## src/rtl/core/c2mk_pkg.sv

```systemverilog
// ----------------------------------------------------------------------------
// c2mk_pkg
// Shared constants, codes and control structures of the multi-kernel
// convolution MAC unit.
// ----------------------------------------------------------------------------
package c2mk_pkg;

	// Store geometry
	localparam int MAX_IMAGE_DIM  = 64;
	localparam int MAX_KERNEL_DIM = 5;
	localparam int KERNELS        = 16;
	localparam int TAPS           = MAX_KERNEL_DIM * MAX_KERNEL_DIM;
	localparam int COORD_W        = $clog2(MAX_IMAGE_DIM);
	localparam int IMG_AW         = 2 * COORD_W;
	localparam int IMG_DEPTH      = MAX_IMAGE_DIM * MAX_IMAGE_DIM;
	localparam int WGT_DEPTH      = KERNELS * TAPS;
	localparam int WGT_AW         = $clog2(WGT_DEPTH);

	// Field widths
	localparam int OP_W     = 2;
	localparam int POS_W    = 7;
	localparam int KSEL_W   = 4;
	localparam int TAP_W    = 5;
	localparam int SAMPLE_W = 16;
	localparam int PROD_W   = 2 * SAMPLE_W;
	localparam int SUM_W    = 40;
	localparam int DIM_W    = 7;
	localparam int KD_W     = 3;
	localparam int SMALL_W  = 3;
	localparam int CIDX_W   = 3;
	localparam int CDATA_W  = 7;
	localparam int ORG_W    = 11;

	// Operation codes
	localparam logic [OP_W-1:0] OP_PIXEL = 2'd0;
	localparam logic [OP_W-1:0] OP_TAP   = 2'd1;
	localparam logic [OP_W-1:0] OP_CONV  = 2'd2;

	// Register indexes
	localparam logic [CIDX_W-1:0] REG_IMAGE_DIM   = 3'd0;
	localparam logic [CIDX_W-1:0] REG_KERNEL_SIDE = 3'd1;
	localparam logic [CIDX_W-1:0] REG_PAD         = 3'd2;
	localparam logic [CIDX_W-1:0] REG_STRIDE      = 3'd3;
	localparam logic [CIDX_W-1:0] REG_OUTPUT_DIM  = 3'd4;

	// Register reset values
	localparam logic [DIM_W-1:0]   RST_IMAGE_DIM   = 7'd8;
	localparam logic [KD_W-1:0]    RST_KERNEL_SIDE = 3'd3;
	localparam logic [SMALL_W-1:0] RST_PAD         = 3'd1;
	localparam logic [SMALL_W-1:0] RST_STRIDE      = 3'd1;
	localparam logic [DIM_W-1:0]   RST_OUTPUT_DIM  = 7'd8;

	// Clamp limits
	localparam logic [DIM_W-1:0] IMAGE_DIM_MAX   = DIM_W'(MAX_IMAGE_DIM);
	localparam logic [KD_W-1:0]  KERNEL_SIDE_MAX = KD_W'(MAX_KERNEL_DIM);
	localparam logic [KSEL_W:0]  KERNELS_LIM     = (KSEL_W+1)'(KERNELS);

	// Effective configuration seen by the datapath
	typedef struct packed {
		logic [DIM_W-1:0]   image_dim;
		logic [KD_W-1:0]    kernel_side;
		logic [SMALL_W-1:0] pad_amount;
		logic [SMALL_W-1:0] stride_step;
		logic [DIM_W-1:0]   output_dim;
	} cfg_t;

	// Controller to datapath
	typedef struct packed {
		logic take;
		logic check;
		logic step;
		logic load_out;
	} cmd_t;

	// Datapath to controller
	typedef struct packed {
		logic item_ok;
		logic is_conv;
		logic window_empty;
		logic last_step;
		logic busy;
		logic out_free;
	} sts_t;

endpackage

```

## src/rtl/core/c2mk_ctrl.sv

```systemverilog
// ----------------------------------------------------------------------------
// c2mk_ctrl
// Sequencer: takes one word, checks it, walks the kernel window for a valid
// compute, then hands the result to the output register.
// ----------------------------------------------------------------------------
module c2mk_ctrl (
	input  logic            clk,
	input  logic            arst_n,
	input  logic            in_valid,
	output logic            in_ready,
	input  c2mk_pkg::sts_t  sts,
	output c2mk_pkg::cmd_t  cmd
);
	import c2mk_pkg::*;

	typedef enum logic [1:0] {
		S_IDLE,
		S_CHECK,
		S_RUN,
		S_FINISH
	} state_t;

	state_t state_q;
	logic   in_ready_q;
	logic   take;

	assign take     = in_valid && in_ready_q;
	assign in_ready = in_ready_q;

	always_comb begin
		cmd          = '0;
		cmd.take     = take;
		cmd.check    = (state_q == S_CHECK);
		cmd.step     = (state_q == S_RUN);
		cmd.load_out = (state_q == S_FINISH) && !sts.busy && sts.out_free;
	end

	always_ff @(posedge clk or negedge arst_n) begin
		if (!arst_n) begin
			state_q    <= S_IDLE;
			in_ready_q <= 1'b1;
		end else begin
			unique case (state_q)
				S_IDLE: begin
					if (take) begin
						state_q    <= S_CHECK;
						in_ready_q <= 1'b0;
					end
				end
				S_CHECK: begin
					if (sts.item_ok && sts.is_conv && !sts.window_empty)
						state_q <= S_RUN;
					else
						state_q <= S_FINISH;
				end
				S_RUN: begin
					if (sts.last_step)
						state_q <= S_FINISH;
				end
				S_FINISH: begin
					if (!sts.busy && sts.out_free) begin
						state_q    <= S_IDLE;
						in_ready_q <= 1'b1;
					end
				end
				default: begin
					state_q    <= S_IDLE;
					in_ready_q <= 1'b1;
				end
			endcase
		end
	end

endmodule

```

## config.mk

```make
export PLATFORM = sky130hd
export DESIGN_NAME = c2mk_ctrl
export DESIGN_NICKNAME = d
export VERILOG_FILES = /design/src/rtl/core/c2mk_pkg.sv /design/src/rtl/core/c2mk_ctrl.sv
export SDC_FILE = /design/constraint.sdc
export NUM_CORES = 1
export LEC_CHECK = 0
export BUFFER_PORTS_ARGS = -buffer_cell sky130_fd_sc_hd__clkbuf_2
export CELL_PAD_IN_SITES_DETAIL_PLACEMENT = 1
export CELL_PAD_IN_SITES_GLOBAL_PLACEMENT = 2
export CORE_AREA = 2 2 39 41
export CTS_CLUSTER_DIAMETER = 80
export DETAILED_ROUTE_END_ITERATION = 8
export DIE_AREA = 0 0 41 43
export GPL_ROUTABILITY_DRIVEN = 0
export HOLD_SLACK_MARGIN = 0.08
export PLACE_DENSITY = 0.63
export SETUP_SLACK_MARGIN = 0.2
export SLEW_MARGIN = 20
export SYNTH_ARGS = -nofsm -noshare
export SYNTH_HDL_FRONTEND = slang
export SYNTH_SLANG_ARGS = --single-unit
```

## constraint.sdc

```tcl
create_clock -name clk -period 1.75 [get_ports clk]
set_input_delay 0.0875 -clock clk [delete_from_list [all_inputs] [get_ports clk]]
set_output_delay 0.0875 -clock clk [all_outputs]
set_load 0.02 [all_outputs]
```

==> flow_summary_export.csv <==
group,metric,value,unit
sta,maxClockFrequency,642,MHz
sta,setup_ws,0.191,ns
power_and_ir_drop,vdd_drop_max,483,uV
synth,synth.top_cell.area_share,25.8,%
clock_network,clockRootBuffer,"clkbuf_4",
grt,grt_max_degree,5,
placement,dpl.hpwl,533,um
synth,synth_warnings,0,
setup_path,slowest_stage,"dfrtp_1",
clock_network,insertion_delay,0.24,ns
sta,fin_skew,0.00362,ns
flow_run,cap_violations,0,
synth,yosysSeqAreaShare,31.4,%
synth,synth_area,243,sq um
layout,num-nets-final,67,
floorplanning,io-pin-count,14,
drt,drt-pass1-iter-count,4,
floorplanning,core,1380,sq um
sta,finalHoldViolations,0,
sta,min_period,1.56,ns
setup_path,start_kind,"register",
grt,grt_pass1_wl,1040,um
drt,drc,0,
worst_hold_path,hp-class,"in2reg",
floorplanning,fp.dieW,41,um
placement,place_ws,0.0597,ns
synth,ys_top_cells_by_area,"ha_1 (26%), dfrtp_1 (21%), dfstp_2 (11%), inv_1 (7.7%), o21ai_0 (6.2%)",
sta,worstMarginPinSlew,0.271,ns
grt,grt_use_total,9.32,%
sta,finalCritPeriodShare,89.1,%
layout,final_cell_mix,"clkbuf_2 (13), buf_4 (6), nand2_1 (4)",
power_and_ir_drop,p_leak,0.000232,uW
synth,synthDistinctLibCells,14,
setup_path,cpLargestDelayFamily,"flip-flops",
setup_path,timing.critical_path.to_type,"register",
synth,ys_ff_latch,3,
floorplanning,rows,14,
clock_network,cts.sinks,3,
clock_network,h-tree-depth,1,
synth,synth_top_area_cell,"ha_1",
placement,portBuffers,13,
floorplanning,die_h,43,um
drt,totalWireLength,781,um
layout,drive_gt1_share,55.8,%
setup_path,crit_path_cell_trace,"buf_6, ha_4, a222oi_1, buf_4, and4b_1, a21oi_2",
clock_network,cts_buffers,3,
layout,final_common_cell,"clkbuf_2",
sta,relSlewSlack,82.0,%
sta,rsz0062_at_grt,"yes",
power_and_ir_drop,total_power,816,uW
drt,vias,293,
setup_path,crit_fanout,4,
setup_path,required,1.87,ns
floorplanning,die-area,1760,sq um
drt,drt_iter0_drc,3,
floorplanning,floorplan.initialDensity,17.5,%
layout,antenna_cells,0,
layout,final_core_util,31.2,%
sta,setup_viol_count_final,0,
synth,synth_area_per_cell,8.67,sq um
sta,fin_setup_tns,0,ns
grt,gr-total-overflow,0,
synth,syn-num-nets,42,
layout,area_delta_synth_final,77.8,%
clock_network,clockBufferDepth,2,
drt,avgRoutedWirePerCell,11.5,um
drt,ant_nets,0,
run_status,outcome,"finished clean",
grt,antenna_found_initial,0,
setup_path,crit_path_max_incr_delay,0.42,ns
clock_network,cts_tree,"built",
setup_path,criticalPathCategory,"reg2reg",
drt,avgViaCountPerCell,4.31,
clock_network,cts.clk_slew.worst_paths,0.04,ns
synth,synthCells,28,
setup_path,critPathBufInv,2,
grt,grt_pass1_vias,258,
power_and_ir_drop,p_per_area,1890,nW/um^2
sta,drv_slew,0,
setup_path,critPathArrivalTime,1.67,ns
-- kinds of logic after synthesis --
group	after synthesis	synth area share, %
AO/OA/AOI/OAI	7	17.5
AND/OR/NAND/NOR	7	14.4
buffers and inverters	6	10.8
adder cells (fa/ha/maj)	5	25.8
flip-flops	3	31.4
-- sequential cells by signal (all words and copies together), names as in the netlist --
name and cells:
in_ready 1, state_q 2
-- synthesized netlist by cell type, drive strengths merged --
cell	number
ha	5
inv	5
nand2	4
o21ai	4
dfrtp	2
a21oi	1
a222oi	1
and4b	1
buf	1
dfstp	1
nand2b	1
nor2	1
o31ai	1
-- through the flow --
step                std cells  hold slack, ns  cell area, sq um
floorplan                  28          -0.208               245
global placement           56          -0.116               323
detailed placement         56          -0.111               323
CTS                        63           0.127               374
global route               68           0.156               432
finish                     68           0.129               432
-- worst paths after layout --
check | from | endpoint | slack (ns) | cells after the start
worst max-delay path | state_q[1]$_DFFE_PN0P_ | state_q[0]$_DFFE_PN0P_ | 0.19 | 6
worst min-delay path | sts[0] | in_ready$_DFFE_PN1P_ | 0.13 | 3
worst max register to register | state_q[1]$_DFFE_PN0P_ | state_q[0]$_DFFE_PN0P_ | 0.19 | 6
worst min register to register | in_ready$_DFFE_PN1P_ | in_ready$_DFFE_PN1P_ | 0.52 | 2
max in group asynchronous | arst_n | in_ready$_DFFE_PN1P_ | 1.36 | 2
min in group asynchronous | arst_n | state_q[1]$_DFFE_PN0P_ | 0.19 | 2
-- where the power goes --
part | total, uW | internal, uW | switching, uW | leakage (uW)
registers | 158 | 117 | 41.3 | 0.0000337
logic | 534 | 260 | 275 | 0.000183
clock network | 124 | 85.6 | 38.1 | 0.0000150
total | 816 | 462 | 354 | 0.000232
-- repair_timing --
action,in CTS,in global routing
hold buffers,1,0
resized for setup,0,6
pin swaps,1,1
setup endpoints to repair,1,1
hold endpoints to repair,3,0
buffers inserted,2,5
-- worst min-delay path: stages --
cell	delay (ns)
clkbuf_2	0.08
nand2b_1	0.10
o31ai_1	0.08
-- routing by layer --
metal | vias up | global-route usage, % | wire (um)
met4 | 0 | 10.0 | 23
li1 | 144 | - | -
met2 | 15 | 13.8 | 398
met5 | - | 0 | 0
met1 | 130 | 8.95 | 295
met3 | 4 | 3.14 | 64
-- area by class of cell --
cell class                 count  area, sq um
multi-input combinational     19          159
clock buffer                   4         26.3
timing repair buffer          21          131
inverter                       5         18.8
sequential                     3         76.3
tap                           16         20.0
fill                         177          952
Note: power is estimated with default switching activity, not from simulation.
